### config.mk
export PLATFORM = sky130hd
export DESIGN_NAME = radix_digit_converter
export DESIGN_NICKNAME = d
export VERILOG_FILES = /design/src/sv/rdc_pkg.sv /design/src/sv/rdc_divider.sv /design/src/sv/rdc_digit_stack.sv /design/src/sv/radix_digit_converter.sv
export SDC_FILE = /design/constraint.sdc
export NUM_CORES = 1
export LEC_CHECK = 0
export ABC_AREA = 1
export BUFFER_PORTS_ARGS = -buffer_cell sky130_fd_sc_hd__buf_2
export CAP_MARGIN = 20
export CORE_MARGIN = 2
export CORE_UTILIZATION = 35
export CTS_CLUSTER_DIAMETER = 100
export DETAILED_ROUTE_END_ITERATION = 10
export PLACE_DENSITY_LB_ADDON = 0.12
export SYNTH_ARGS = -nofsm -noshare
export SYNTH_HDL_FRONTEND = slang
export SYNTH_SLANG_ARGS = --single-unit
### constraint.sdc
create_clock -name i_clk -period 6.4 [get_ports i_clk]
set_clock_uncertainty 0.15 [all_clocks]
set_input_delay 0.96 -clock i_clk [delete_from_list [all_inputs] [get_ports i_clk]]
set_output_delay 0.96 -clock i_clk [all_outputs]
set_load 0.01 [all_outputs]
### src/sv/rdc_pkg.sv
// Shared constants, types and helper functions for the radix digit converter.
package rdc_pkg;

    localparam int VALUE_BITS    = 31;
    localparam int MAX_DIGITS    = 31;
    localparam int RADIX_W       = 5;
    localparam int DIGIT_W       = 4;
    localparam int CHAR_W        = 7;
    localparam int CNT_W         = $clog2(MAX_DIGITS + 1);
    localparam int IDX_W         = $clog2(MAX_DIGITS);
    localparam int BITS_PER_STEP = 4;
    localparam int DIV_STEPS     = (VALUE_BITS + BITS_PER_STEP - 1) / BITS_PER_STEP;
    localparam int DIV_W         = DIV_STEPS * BITS_PER_STEP;
    localparam int STEP_W        = $clog2(DIV_STEPS + 1);
    localparam int IN_TDATA_W    = ((VALUE_BITS + 7) / 8) * 8;
    localparam int OUT_TDATA_W   = ((CHAR_W + 7) / 8) * 8;

    localparam logic [RADIX_W-1:0] RADIX_MIN   = RADIX_W'(2);
    localparam logic [RADIX_W-1:0] RADIX_MAX   = RADIX_W'(16);
    localparam logic [RADIX_W-1:0] RADIX_RESET = RADIX_W'(10);
    localparam logic [DIGIT_W-1:0] DEC_LIMIT   = DIGIT_W'(10);
    localparam logic [CHAR_W-1:0]  CHAR_ZERO   = CHAR_W'(48);
    localparam logic [CHAR_W-1:0]  CHAR_A      = CHAR_W'(65);

    typedef struct packed {
        logic                  start;
        logic [VALUE_BITS-1:0] dividend;
        logic [RADIX_W-1:0]    divisor;
    } t_div_req;

    typedef struct packed {
        logic                  done;
        logic [VALUE_BITS-1:0] quotient;
        logic [DIGIT_W-1:0]    remainder;
    } t_div_rsp;

    function automatic logic [RADIX_W-1:0] clamp_radix(input logic [RADIX_W-1:0] r);
        logic [RADIX_W-1:0] v;
        v = r;
        if (v < RADIX_MIN) v = RADIX_MIN;
        if (v > RADIX_MAX) v = RADIX_MAX;
        return v;
    endfunction

    function automatic logic [CHAR_W-1:0] ascii_of(input logic [DIGIT_W-1:0] d);
        logic [CHAR_W-1:0] c;
        if (d < DEC_LIMIT) begin
            c = CHAR_ZERO + CHAR_W'(d);
        end else begin
            c = CHAR_A + CHAR_W'(d - DEC_LIMIT);
        end
        return c;
    endfunction

endpackage

### src/sv/rdc_divider.sv
// Iterative divider: value by radix, a few quotient bits per cycle.
module rdc_divider import rdc_pkg::*; (
    input  logic     i_clk,
    input  logic     i_rst_n,
    input  t_div_req i_req,
    output t_div_rsp o_rsp
);

    logic                r_busy;
    logic                r_done;
    logic [STEP_W-1:0]   r_cnt;
    logic [DIV_W-1:0]    r_acc;
    logic [RADIX_W-1:0]  r_rem;
    logic [RADIX_W-1:0]  r_div;
    logic [DIV_W-1:0]    n_acc;
    logic [RADIX_W-1:0]  n_rem;

    always_comb begin
        logic [DIV_W-1:0]   acc;
        logic [RADIX_W-1:0] rem;
        acc = r_acc;
        rem = r_rem;
        for (int i = 0; i < BITS_PER_STEP; i++) begin
            rem = {rem[RADIX_W-2:0], acc[DIV_W-1]};
            acc = {acc[DIV_W-2:0], 1'b0};
            if (rem >= r_div) begin
                rem    = rem - r_div;
                acc[0] = 1'b1;
            end
        end
        n_acc = acc;
        n_rem = rem;
    end

    always_ff @(posedge i_clk) begin
        if (!i_rst_n) begin
            r_busy <= 1'b0;
            r_done <= 1'b0;
            r_cnt  <= '0;
        end else begin
            r_done <= 1'b0;
            if (i_req.start) begin
                r_busy <= 1'b1;
                r_cnt  <= STEP_W'(DIV_STEPS - 1);
            end else if (r_busy) begin
                if (r_cnt == '0) begin
                    r_busy <= 1'b0;
                    r_done <= 1'b1;
                end else begin
                    r_cnt <= r_cnt - 1'b1;
                end
            end
        end
    end

    always_ff @(posedge i_clk) begin
        if (i_req.start) begin
            r_acc <= DIV_W'(i_req.dividend);
            r_rem <= '0;
            r_div <= i_req.divisor;
        end else if (r_busy) begin
            r_acc <= n_acc;
            r_rem <= n_rem;
        end
    end

    assign o_rsp.done      = r_done;
    assign o_rsp.quotient  = r_acc[VALUE_BITS-1:0];
    assign o_rsp.remainder = r_rem[DIGIT_W-1:0];

    a_done_not_busy: assert property (@(posedge i_clk) disable iff (!i_rst_n)
        r_done |-> !r_busy)
        else $error("divider done while busy");

    a_rem_below_div: assert property (@(posedge i_clk) disable iff (!i_rst_n)
        r_done |-> (r_rem < r_div))
        else $error("remainder not below divisor");

    a_done_after_last: assert property (@(posedge i_clk) disable iff (!i_rst_n)
        (r_busy && r_cnt == '0 && !i_req.start) |=> r_done)
        else $error("divider missed done");

endmodule

### src/sv/rdc_digit_stack.sv
// Remainder stack memory with registered read port.
module rdc_digit_stack import rdc_pkg::*; (
    input  logic               i_clk,
    input  logic               i_wr_en,
    input  logic [IDX_W-1:0]   i_wr_addr,
    input  logic [DIGIT_W-1:0] i_wr_data,
    input  logic               i_rd_en,
    input  logic [IDX_W-1:0]   i_rd_addr,
    output logic [DIGIT_W-1:0] o_rd_data
);

    logic [DIGIT_W-1:0] r_mem [MAX_DIGITS];
    logic [DIGIT_W-1:0] r_rd_data;

    always_ff @(posedge i_clk) begin
        if (i_wr_en) begin
            r_mem[i_wr_addr] <= i_wr_data;
        end
    end

    always_ff @(posedge i_clk) begin
        if (i_rd_en) begin
            r_rd_data <= r_mem[i_rd_addr];
        end
    end

    assign o_rd_data = r_rd_data;

endmodule

### src/sv/radix_digit_converter.sv
// Top level: integer to radix digit string converter with sequencer.
//
// Input stream s_axis carries one value (tdata[30:0]); output stream m_axis
// carries one ASCII digit per transaction, most significant first, with
// tlast on the least significant digit. The configuration channel writes
// the radix (2 to 16, values outside are clamped); write it only while idle.
// A value is taken when the block is idle; it then stays not ready until
// its final digit has been loaded into the output register.
// Each digit is divided in the shared divider (four quotient bits per cycle
// over 32 bits); when all digits are stacked, each is read from the stack
// and loaded into the output register. A value of zero yields no transaction.
// The output register holds a digit while m_axis_tready is low and stalls
// the read-out; the divider is not affected by the receiver.
// Reset (synchronous, active low) returns to idle, drops any pending digit
// and sets the radix to ten. The digit stack needs no clearing.
module radix_digit_converter import rdc_pkg::*; (
    input  logic                   i_clk,
    input  logic                   i_rst_n,
    input  logic                   s_axis_tvalid,
    output logic                   s_axis_tready,
    input  logic [IN_TDATA_W-1:0]  s_axis_tdata,   // [30:0] value
    output logic                   m_axis_tvalid,
    input  logic                   m_axis_tready,
    output logic [OUT_TDATA_W-1:0] m_axis_tdata,   // [6:0] digit_char
    output logic                   m_axis_tlast,
    input  logic                   i_cfg_valid,
    output logic                   o_cfg_ready,
    input  logic [RADIX_W-1:0]     i_cfg_data
);

    typedef enum logic [3:0] {
        S_IDLE = 4'b0001,
        S_DIV  = 4'b0010,
        S_READ = 4'b0100,
        S_EMIT = 4'b1000
    } t_state;

    t_state                r_state, n_state;
    logic [RADIX_W-1:0]    r_radix;
    logic [VALUE_BITS-1:0] r_q, n_q;
    logic [CNT_W-1:0]      r_count, n_count;
    logic [IDX_W-1:0]      r_rd_idx, n_rd_idx;
    logic                  r_out_valid, n_out_valid;
    logic [CHAR_W-1:0]     r_out_char;
    logic                  r_out_last;

    t_div_req              w_req;
    t_div_rsp              w_rsp;
    logic                  w_in_acc;
    logic                  w_out_free;
    logic                  w_out_load;
    logic                  w_wr_en;
    logic                  w_rd_en;
    logic [DIGIT_W-1:0]    w_rd_data;
    logic [VALUE_BITS-1:0] w_in_value;

    assign w_in_value = s_axis_tdata[VALUE_BITS-1:0];
    assign s_axis_tready = (r_state == S_IDLE);
    assign w_in_acc   = s_axis_tvalid && s_axis_tready;
    assign w_out_free = !r_out_valid || m_axis_tready;
    assign o_cfg_ready = 1'b1;

    rdc_divider u_div (
        .i_clk   (i_clk),
        .i_rst_n (i_rst_n),
        .i_req   (w_req),
        .o_rsp   (w_rsp)
    );

    rdc_digit_stack u_stack (
        .i_clk     (i_clk),
        .i_wr_en   (w_wr_en),
        .i_wr_addr (r_count[IDX_W-1:0]),
        .i_wr_data (w_rsp.remainder),
        .i_rd_en   (w_rd_en),
        .i_rd_addr (r_rd_idx),
        .o_rd_data (w_rd_data)
    );

    always_comb begin
        n_state     = r_state;
        n_q         = r_q;
        n_count     = r_count;
        n_rd_idx    = r_rd_idx;
        w_req.start    = 1'b0;
        w_req.dividend = r_q;
        w_req.divisor  = clamp_radix(r_radix);
        w_wr_en     = 1'b0;
        w_rd_en     = 1'b0;
        w_out_load  = 1'b0;
        unique case (r_state)
            S_IDLE: begin
                if (w_in_acc && w_in_value != '0) begin
                    n_q            = w_in_value;
                    n_count        = '0;
                    w_req.start    = 1'b1;
                    w_req.dividend = w_in_value;
                    n_state        = S_DIV;
                end
            end
            S_DIV: begin
                if (w_rsp.done) begin
                    w_wr_en = 1'b1;
                    n_count = r_count + 1'b1;
                    n_q     = w_rsp.quotient;
                    if (w_rsp.quotient == '0 || r_count == CNT_W'(MAX_DIGITS - 1)) begin
                        n_rd_idx = r_count[IDX_W-1:0];
                        n_state  = S_READ;
                    end else begin
                        w_req.start    = 1'b1;
                        w_req.dividend = w_rsp.quotient;
                    end
                end
            end
            S_READ: begin
                w_rd_en = 1'b1;
                n_state = S_EMIT;
            end
            S_EMIT: begin
                if (w_out_free) begin
                    w_out_load = 1'b1;
                    if (r_rd_idx == '0) begin
                        n_state = S_IDLE;
                    end else begin
                        n_rd_idx = r_rd_idx - 1'b1;
                        n_state  = S_READ;
                    end
                end
            end
            default: begin
                n_state = S_IDLE;
            end
        endcase
    end

    always_comb begin
        n_out_valid = r_out_valid;
        if (w_out_load) begin
            n_out_valid = 1'b1;
        end else if (m_axis_tready) begin
            n_out_valid = 1'b0;
        end
    end

    always_ff @(posedge i_clk) begin
        if (!i_rst_n) begin
            r_state     <= S_IDLE;
            r_radix     <= RADIX_RESET;
            r_q         <= '0;
            r_count     <= '0;
            r_rd_idx    <= '0;
            r_out_valid <= 1'b0;
        end else begin
            r_state     <= n_state;
            r_q         <= n_q;
            r_count     <= n_count;
            r_rd_idx    <= n_rd_idx;
            r_out_valid <= n_out_valid;
            if (i_cfg_valid && o_cfg_ready) begin
                r_radix <= i_cfg_data;
            end
        end
    end

    always_ff @(posedge i_clk) begin
        if (w_out_load) begin
            r_out_char <= ascii_of(w_rd_data);
            r_out_last <= (r_rd_idx == '0);
        end
    end

    assign m_axis_tvalid = r_out_valid;
    assign m_axis_tdata  = OUT_TDATA_W'(r_out_char);
    assign m_axis_tlast  = r_out_last;

    a_done_in_div: assert property (@(posedge i_clk) disable iff (!i_rst_n)
        w_rsp.done |-> (r_state == S_DIV))
        else $error("divider result outside division phase");

    a_count_bound: assert property (@(posedge i_clk) disable iff (!i_rst_n)
        (r_state == S_DIV) |-> (r_count < CNT_W'(MAX_DIGITS)))
        else $error("digit count overflow");

    a_q_nonzero: assert property (@(posedge i_clk) disable iff (!i_rst_n)
        (r_state == S_DIV) |-> (r_q != '0))
        else $error("dividing a zero quotient");

    a_last_to_idle: assert property (@(posedge i_clk) disable iff (!i_rst_n)
        (w_out_load && r_rd_idx == '0) |=> (r_state == S_IDLE && m_axis_tlast))
        else $error("final digit did not end the run");

    a_rd_in_range: assert property (@(posedge i_clk) disable iff (!i_rst_n)
        (r_state == S_READ) |-> (CNT_W'(r_rd_idx) < r_count))
        else $error("stack read above written entries");

endmodule
Yosys cells after proc, flatten, opt, wreduce, memory -nomap -nowiden
Memories as Yosys holds them, arrays and structs flattened. A register that Yosys moved wholly into a read port is not among the register bits.
Index checks and enable logic that the tools add are counted.
- register bits: 106
- memory bits (writable): 124
- input port bits: 42
- output and inout port bits: 12
- word-level logic and storage cells: 119
- memories kept: 1
- memories (memory ; depth ; bits a word ; rd ports ; clocked after memory_dff ; wr ports ; RTL line ; text):
    u_stack.r_mem ; 31 ; 4 ; 1 ; 1 ; 1 ; rdc_digit_stack.sv:12 ; logic [DIGIT_W-1:0] r_mem [MAX_DIGITS];
- $add $sub $neg: 10
- order comparisons: 7
- equal/unequal tests: 12
- muxes and demuxes: 49
- bitwise gates (word level): 3
- reduce and logical (&&, ||, !) cells: 21
- operator list (kind ; count):
    2-to-1 mux 31 bit ; 4
    2-to-1 mux 32 bit ; 3
    case mux 32 bit (2 select lines) ; 1
    case mux 31 bit (2 select lines) ; 1
    2-to-1 mux 5 bit ; 7
    2-to-1 mux 4 bit ; 8
    logical NOT 31 bit ; 1
    nonzero test 31 bit ; 1
    >= comparator 5 bit ; 4
    case mux 5 bit (2 select lines) ; 2
    2-to-1 mux 1 bit ; 17
    case mux 4 bit (4 select lines) ; 1
    subtractor 4 bit ; 4
    2-to-1 mux 3 bit ; 4
    nonzero test 2 bit ; 4
    adder 6 x 4 -> 7 bit, first input constant ; 1
    adder 7 bit, first input constant ; 1
    2-to-1 mux 7 bit ; 1
    inequality test 2 x 1 -> 1 bit, second input constant ; 3
    inequality test 2 bit, second input constant ; 3
    AND reduction 2 bit ; 3
    adder 5 x 1 -> 5 bit, second input constant ; 1
    equality test 5 bit, second input constant ; 1
    greater-than comparator 5 bit, second input constant ; 1
    other kinds (21) ; 25

Depth between registers and ports, before layout
Gate-level depths: netlist of the first run.
- word-level depth: 10
- depth in mapped cells: 37
- mapped depth without buffers: 37

Modules after synthesis
A second synthesis of the first run with hierarchy kept.
- cell total of the unflattened synthesis: 1491
- area total of the unflattened synthesis: 12543.3 um2
- by module, submodules not included (module ; instances ; cells each ; area an instance (um2)):
    rdc_digit_stack ; 1 ; 471 ; 5366.4
    radix_digit_converter ; 1 ; 652 ; 4093.9
    rdc_divider ; 1 ; 368 ; 3083.0

Worst setup path before layout of the first run
No wires, ideal clock.
- kind: flip-flop to flip-flop
- start: register u_div.r_rem[1]
- end: register u_div.r_acc[0] (data pin)
- library setup time: 0.267 ns
- arrival: 4.571 ns
- data required time: 5.983 ns
- setup slack: 1.413 ns
- stages on the path, launching flop included: 31
- path buffers: 0
- cells stage by stage: dfxtp_1 ha_1 nand2_1 nand2_1 nand2_1 nand3_1 o21ai_0 inv_1 ha_1 nand2_1 inv_1 nand2_1 nand3_1 nor2_1 nand3_1 nand2_1 inv_1 ha_1 a21o_1 nand2_1 nand4_1 o21ai_0 ha_1 nand3_1 nand2_1 nand2_1 nand3_1 nand2_1 nand2_1 inv_1 o22ai_1
- word-level cells in the longest chain between the ends: 10
- RTL lines (element ; RTL line ; text):
    start, declared ; rdc_divider.sv:13 ; logic [RADIX_W-1:0] r_rem;
    start signal, assigned ; rdc_divider.sv:63 ; r_rem <= n_rem;
    subtractor 4 bit / >= comparator 5 bit (equally long branches) ; rdc_divider.sv:27, rdc_divider.sv:26 ;
    2-to-1 mux 4 bit * ; rdc_divider.sv:26 ; if (rem >= r_div) begin
    subtractor 4 bit / >= comparator 5 bit (equally long branches) ; rdc_divider.sv:27, rdc_divider.sv:26 ;
    2-to-1 mux 4 bit * ; rdc_divider.sv:26 ;
    >= comparator 5 bit / subtractor 4 bit (equally long branches) ; rdc_divider.sv:26, rdc_divider.sv:27 ;
    2-to-1 mux 4 bit * ; rdc_divider.sv:26 ;
    >= comparator 5 bit * ; rdc_divider.sv:26 ;
    2-to-1 mux 1 bit * ; rdc_divider.sv:26 ;
    2-to-1 mux 31 bit * ; rdc_divider.sv:61 ; end else if (r_busy) begin
    2-to-1 mux 31 bit * ; rdc_divider.sv:57 ; if (i_req.start) begin
    end signal, assigned ; rdc_divider.sv:58 ; r_acc <= DIV_W'(i_req.dividend);
    end signal, assigned ; rdc_divider.sv:62 ; r_acc <= n_acc;
    end, declared ; rdc_divider.sv:12 ; logic [DIV_W-1:0] r_acc;
Mark *: on every way between the ends. The rest lies on a longest branch, timed or not. The select of a mux whose other input is x is not followed.
A chain may end at the register's enable or synchronous reset.

Final worst setup path of the first run
- start: register u_div.r_div[1]
- end: register u_div.r_rem[2]
- word-level cells in the longest chain between the ends: 8
- RTL lines (element ; RTL line ; text):
    start, declared ; rdc_divider.sv:14 ; logic [RADIX_W-1:0] r_div;
    start signal, assigned ; rdc_divider.sv:60 ; r_div <= i_req.divisor;
    subtractor 4 bit / >= comparator 5 bit (equally long branches) ; rdc_divider.sv:27, rdc_divider.sv:26 ;
    2-to-1 mux 4 bit ; rdc_divider.sv:26 ;
    subtractor 4 bit / >= comparator 5 bit (equally long branches) ; rdc_divider.sv:27, rdc_divider.sv:26 ;
    2-to-1 mux 4 bit ; rdc_divider.sv:26 ;
    >= comparator 5 bit / subtractor 4 bit (equally long branches) ; rdc_divider.sv:26, rdc_divider.sv:27 ;
    2-to-1 mux 4 bit ; rdc_divider.sv:26 ;
    subtractor 4 bit / >= comparator 5 bit (equally long branches) ; rdc_divider.sv:27, rdc_divider.sv:26 ;
    2-to-1 mux 4 bit * ; rdc_divider.sv:26 ;
Mark *: on every way between the ends. The rest lies on a longest branch, timed or not.

==> results of run 1 <==
-- per-layer routing --
layer  up-vias  global-route usage, %  share of wire (%)  routed length, um
met3        38                   2.27                4.1                943
met5         -                      0                  0                  0
met1      3239                   22.0                 46              10700
met4         0                   4.87                2.6                612
li1       3462                      -                  -                  -
met2       155                   27.9                 47              10900
-- cell families after synthesis --
group / count (synthesis) / share of synthesized area (%)
other: 2 / 0.0774
buffers and inverters: 191 / 7.81
and+or+nand+nor: 332 / 14.6
AOI/OAI and AO/OA: 202 / 12.0
xor gates and xnor gates: 12 / 1.08
DFF: 203 / 59.6
adders and majority gates: 34 / 4.69
muxes: 1 / 0.103
-- report_power, final --
part,internal [mW],leakage [nW],switching [mW]
clock,0.804,0.388,0.542
combinational,0.510,2.19,0.925
sequential,1.64,1.85,0.0614
-- worst min-delay path: cells and delay by family, from the launching register on --
| kind | cells | cell delay, ns |
|---|---|---|
| AOI/OAI and AO/OA | 1 | 0.07 |
| buffers and inverters | 1 | 0.06 |
| DFF | 1 | 0.30 |
-- worst max-delay path by stage --
stage | start | to | slack, ns
6_report | u_div.r_div[1]$_SDFFCE_PN0P_ | u_div.r_rem[2]$_SDFFE_PP0P_ | 0.64
3_5_place_dp | u_div.r_div[1]$_SDFFCE_PN0P_ | u_div.r_rem[3]$_SDFFE_PP0P_ | 0.58
4_1_cts | u_div.r_div[1]$_SDFFCE_PN0P_ | u_div.r_acc[0]$_DFFE_PP_ | 0.57
2_1_floorplan | u_div.r_rem[1]$_SDFFE_PP0P_ | u_div.r_acc[0]$_DFFE_PP_ | 1.41
3_3_place_gp | u_div.r_div[1]$_SDFFCE_PN0P_ | u_div.r_rem[3]$_SDFFE_PP0P_ | 0.63
5_1_grt | u_div.r_div[1]$_SDFFCE_PN0P_ | u_div.r_rem[3]$_SDFFE_PP0P_ | 0.02
-- state kept, by name, summed over array words and instances (netlist names) --
signal / flops
u_div.r_acc: 32
r_out_char: 7
u_div.r_rem: 4
u_div.r_done: 1
u_div.r_cnt: 4
u_stack.o_rd_data: 4
u_stack.r_mem: 124
m_axis_tlast: 1
u_div.r_div: 5
m_axis_tvalid: 1
r_state: 4
r_rd_idx: 5
u_div.r_busy: 1
r_count: 5
r_radix: 5
-- layout make-up --
cell class              count  area (um2)  share of cell area, %
flip-flops and latches    203        5790                   52.1
well taps                 372         465                   4.19
repair buffers             63         348                   3.13
clock inverters            15         143                   1.28
inverters                 145         544                   4.90
clock buffers              31         648                   5.83
multi-input cells         583        3180                   28.6
-- through the flow --
step           setup WS, ns  cell area, um2  cells  utilization, %
3_5_place_dp          0.577           10300   1366            38.1
6_report              0.643           11100   1412            41.0
5_1_grt              0.0207           11100   1412            41.0
4_1_cts               0.572           11100   1412            41.0
3_3_place_gp          0.627           10300   1366            38.1
2_1_floorplan          1.41            9710    977               -
-- cell usage in the layout (no fill, tap or decap), types with 2 or more instances in the layout --
master / count
fa_1: 4
clkinv_2: 8
nand2_1: 134
clkinvlp_4: 2
o21ai_0: 75
clkbuf_16: 25
nand3_1: 43
a32o_1: 2
nor3_1: 8
a31oi_1: 4
nand3_2: 2
bufinv_16: 2
o22ai_1: 39
nand4_1: 18
inv_2: 4
dfxtp_1: 30
a211oi_1: 6
ha_1: 30
o211ai_1: 3
o21a_1: 2
a21oi_1: 52
nor2_1: 118
xor2_1: 4
clkbuf_1: 6
nor4_1: 2
o311ai_0: 2
xnor2_1: 8
buf_4: 13
buf_2: 50
edfxtp_1: 172
inv_1: 139
conb_1: 2
clkinv_1: 4
o221ai_1: 12
o31ai_1: 2
==> metrics.yaml, run 1 <==
status: "finished, final reports clean"
hp-class: "reg2reg"
synth_area_leaders: "edfxtp_1 (53%), dfxtp_1 (6.4%), inv_1 (5.4%)"
clockBufferDepth: 3
viasPerCell: 4.88
cts_sinks: 203
track_usage_pct: 16.5
cp_top_family: "simple AND/OR/NAND/NOR gates"
cts_tree: "done"
min_from: "r_radix[3]$_SDFFE_PN1P_"
io_buffers: 50
cts-root-buf: "clkbuf_16"
fin_crit_ns: 5.76
vias: 6894
drt_iter0_markers: 537
endpoint_kind: "register"
slowest_stage: "edfxtp_1"
synth.most_common_cell: "edfxtp_1"
place.gp.congestion: 0.809
core_area_mm2: 0.0271
fill_cells: 2695
syn_inst: 977
h-tree-depth: 1
die_w_um: 171
p_leak_nw: 4.43
io_pins: 54
synth.distinct_cells: 44
worstPathArrival_ns: 5.98
cap_violations: 0
grt_pass1_vias: 6871
ir_drop_mv: 0.256
grt_overflow: 0
placementRows: 60
cts_hold_buf: 0
period_share_pct: 90.0
wl_per_cell_um: 16.4
r2r-end: "u_div.r_rem[2]$_SDFFE_PP0P_"
clkLatencyLatePin_ns: 0.53
cts_setup_buffers: 0
ant_nets: 0
dominantRegCellSynth: "edfxtp_1"
holdPathStages: 2
synthArstFlopShare_pct: 0
yosysWarningCount: 0
antenna_found_initial: 0
startpoint_type: "register"
final_layout_size_suffix_gt1_share_pct: 11.1
die_area_mm2: 0.0291
nNetsFinal: 1097
dp_hpwl_um: 15200
wirelength_um: 23100
tns_ns: 0
drc: 0
ys_top_cells_by_count: "edfxtp_1 (172), inv_1 (139), nand2_1 (134), nor2_1 (118), o21ai_0 (75)"
synth_edf_count: 172
grt_pass1_wl_um: 37000
rsz0062_at_grt: "no"
synth_top_area_share_pct: 53.2
cts_made_buffers: 25
syn_avg_cell_area_um2: 9.94
final_max_slew_viol_count: 0
whs_ns: 0.337
die_height_um: 171
crit_top_cell: "nand2_1"
r2r-start: "u_div.r_div[1]$_SDFFCE_PN0P_"
slowest_delay_ns: 0.47
syn_to_final_growth_pct: 14.4
fmax_ghz: 0.174
drt-pass1-iter-count: 4
cp.required_ns: 6.62
initial_utilization_pct: 35.8
ys_ff_latch: 203
final-setup-viol-count: 0
cts_resized: 0
grt_max_degree: 62
path_class: "reg2reg"
power.density_mw_per_mm2: 404
crit_cells: 32
relSlewSlack_pct: 45.8
power_mw: 4.48
num_antenna_cells: 0
syn_nets: 1053
hold_viol: 0
seq_area_frac_synth_pct: 59.6
crit_fanout: 8
holdPathEnd: "r_radix[3]$_SDFFE_PN1P_"
syn_area_mm2: 0.00971
max_slew.worst_pin.slew_ns: 0.813
rrSetupSlack_ns: 0.64
reg2reg_depth: 32
synth_top_area_cell: "edfxtp_1"
clk_pin_slew_ns: 0.05
cp_num_buf_inv: 3
Power figures use the tool's default switching activity.
==> run 2: changes to the inputs <==
- CTS_CLUSTER_SIZE: unset -> 25
- SYNTH_HIERARCHICAL: unset -> 1
==> run 2 against run 1 <==
Sequential share of layout area down 3.9 points. Wire length up 45%. Design area up 20%. Sequential power up 29%. Critical path depth down 1. Worst setup slack better by 0.59 ns. Clock-buffer cell count down 10. Utilization down 3.5 points. Fmax up 11%. Clock power down 25%. Largest cell class unchanged. Highest routed layer unchanged.
==> metrics.yaml, run 2 <==
status: "finished, final reports clean"
final_layout_size_suffix_gt1_share_pct: 8.15
worstPathArrival_ns: 5.25
power_mw: 6.07
die_area_mm2: 0.0374
clk_pin_slew_ns: 0.10
power.density_mw_per_mm2: 457
cts_resized: 0
antenna_found_initial: 0
io_pins: 54
p_leak_nw: 5.39
clkLatencyLatePin_ns: 0.50
hold_viol: 0
seq_area_frac_synth_pct: 51.1
grt_pass1_vias: 9562
synth.distinct_cells: 49
dp_hpwl_um: 20600
ys_top_cells_by_count: "nand2_1 (455), nand3_1 (254), edfxtp_1 (172), nor2_1 (114), inv_1 (96)"
cts-root-buf: "clkbuf_16"
grt_pass1_wl_um: 53600
syn_to_final_growth_pct: 5.93
endpoint_kind: "register"
relSlewSlack_pct: 28.6
cap_violations: 0
most-common-layout-cells: "nand2_1 (455), nand3_1 (254), edfxtp_1 (172)"
placementRows: 69
wl_per_cell_um: 17.4
tns_ns: 0
cts_made_buffers: 14
synth_top_area_share_pct: 41.2
die_w_um: 193
syn_avg_cell_area_um2: 8.41
cts_sinks: 234
syn_inst: 1491
hp-class: "reg2reg"
track_usage_pct: 17.7
syn_nets: 1565
fmax_ghz: 0.193
slowest_stage: "edfxtp_1"
nNetsFinal: 1539
cts_tree: "done"
die_height_um: 193
clockBufferDepth: 3
viasPerCell: 5.09
num_antenna_cells: 0
regMostFlops: "u_stack/r_mem"
cts_hold_buf: 0
crit_top_cell: "nand2_1"
grt_overflow: 0
place.gp.congestion: 0.818
drc: 0
yosysWarningCount: 6
period_share_pct: 80.8
ir_drop_mv: 0.287
drt-pass1-iter-count: 5
synth_top_area_cell: "edfxtp_1"
io_buffers: 50
ant_nets: 0
rsz0062_at_grt: "no"
ys_ff_latch: 234
cts_setup_buffers: 0
reg_top3: "u_stack/r_mem: 124 flops, u_div/r_acc: 32 flops, r_q: 31 flops"
max_slew.worst_pin.slew_ns: 1.06
synth.most_common_cell: "nand2_1"
largest_reg_flops: 124
startpoint_type: "register"
final-setup-viol-count: 0
syn_area_mm2: 0.0125
synth_edf_count: 172
wirelength_um: 33600
rrSetupSlack_ns: 1.23
core_area_mm2: 0.0354
dominantRegCellSynth: "edfxtp_1"
vias: 9851
fin_crit_ns: 5.17
h-tree-depth: 1
synth_area_leaders: "edfxtp_1 (41%), nand2_1 (14%), nand3_1 (10%)"
drt_iter0_markers: 643
path_class: "reg2reg"
cp.required_ns: 6.48
crit_fanout: 8
final_common_cell: "nand2_1"
slowest_delay_ns: 0.42
grt_max_degree: 61
synthArstFlopShare_pct: 0
initial_utilization_pct: 35.4
final_max_slew_viol_count: 0
==> run 2: cell types whose count changed in the layout (fill, tap and decap cells not counted), moves of 5 or more <==
cell	change
o221ai_1	-12
nand4_1	-13
o21ai_0	-41
o211ai_1	+26
dfxtp_1	+31
a211oi_1	-6
nand2_1	+321
clkbuf_16	-9
inv_1	-43
clkinv_2	-7
nand3_1	+211
o22ai_1	-38
a21oi_1	+7
buf_4	+5
==> run 2: final cells by class <==
| type | instances | area (um2) |
|---|---|---|
| clock inverters | 3 | 32.5 |
| clock buffers | 21 | 419 |
| flip-flops and latches | 234 | 6410 |
| well taps | 461 | 577 |
| fillers | 3669 | 22100 |
| inverters | 103 | 394 |
| multi-input cells | 1043 | 5040 |
| repair buffers | 69 | 413 |
==> run 2: cells by family (layout without fill, tap and decap cells) <==
kind of cell	after synthesis	in the layout	synth area share, %
AO/OA/AOI/OAI	136	136	6.32
XOR/XNOR	13	13	0.908
adder cells (fa/ha/maj)	32	32	3.43
buffers and inverters	214	196	8.71
flip-flops	234	234	51.1
multiplexers	1	1	0.0798
other	2	2	0.0599
AND/OR/NAND/NOR	859	859	29.4
==> run 2: metrics by stage <==
stage	setup slack, ns	hold slack, ns	instance area [um2]	instances	util, %
6_report	1.23	0.315	13300	1934	37.5
5_1_grt	0.608	0.331	13300	1934	37.5
4_1_cts	1.21	0.319	13300	1933	37.5
3_5_place_dp	1.18	0.296	12800	1909	36.2
3_3_place_gp	1.25	0.295	12800	1909	36.2
2_1_floorplan	1.62	0.270	12500	1491	-
==> run 2: layer usage <==
metal	global-route usage, %	share of wire [%]	vias up
met5	0	0	-
met4	3.99	1.9	0
met3	1.92	3.8	41
met2	31.1	49	210
met1	23.4	46	4710
li1	-	-	4890
==> run 2: worst max-delay path: cells and delay by family, from the launching register on <==
kind / cells / cell delay (ns)
fa+ha+maj: 4 / 1.32
simple gates: 20 / 1.82
flops: 1 / 0.42
compound gates: 4 / 0.70
buf+inv: 3 / 0.49
==> run 2: power breakdown <==
part	switching (mW)	total [mW]	internal (mW)
registers	0.208	2.20	1.99
logic	1.91	2.86	0.957
clock network	0.539	1.01	0.470
total	2.65	6.07	3.42
==> run 2: worst paths after layout <==
kind                                     from                       end  cells past startpoint
hold / removal    u_div/r_cnt[2]$_SDFFE_PN0P_   u_div/r_done$_SDFF_PP0_                      1
hold reg to reg   u_div/r_cnt[2]$_SDFFE_PN0P_   u_div/r_done$_SDFF_PP0_                      1
setup reg to reg     u_div/r_div[1]$_DFFE_PP_  u_div/r_acc[0]$_DFFE_PP_                     31
setup / recovery     u_div/r_div[1]$_DFFE_PP_  u_div/r_acc[0]$_DFFE_PP_                     31
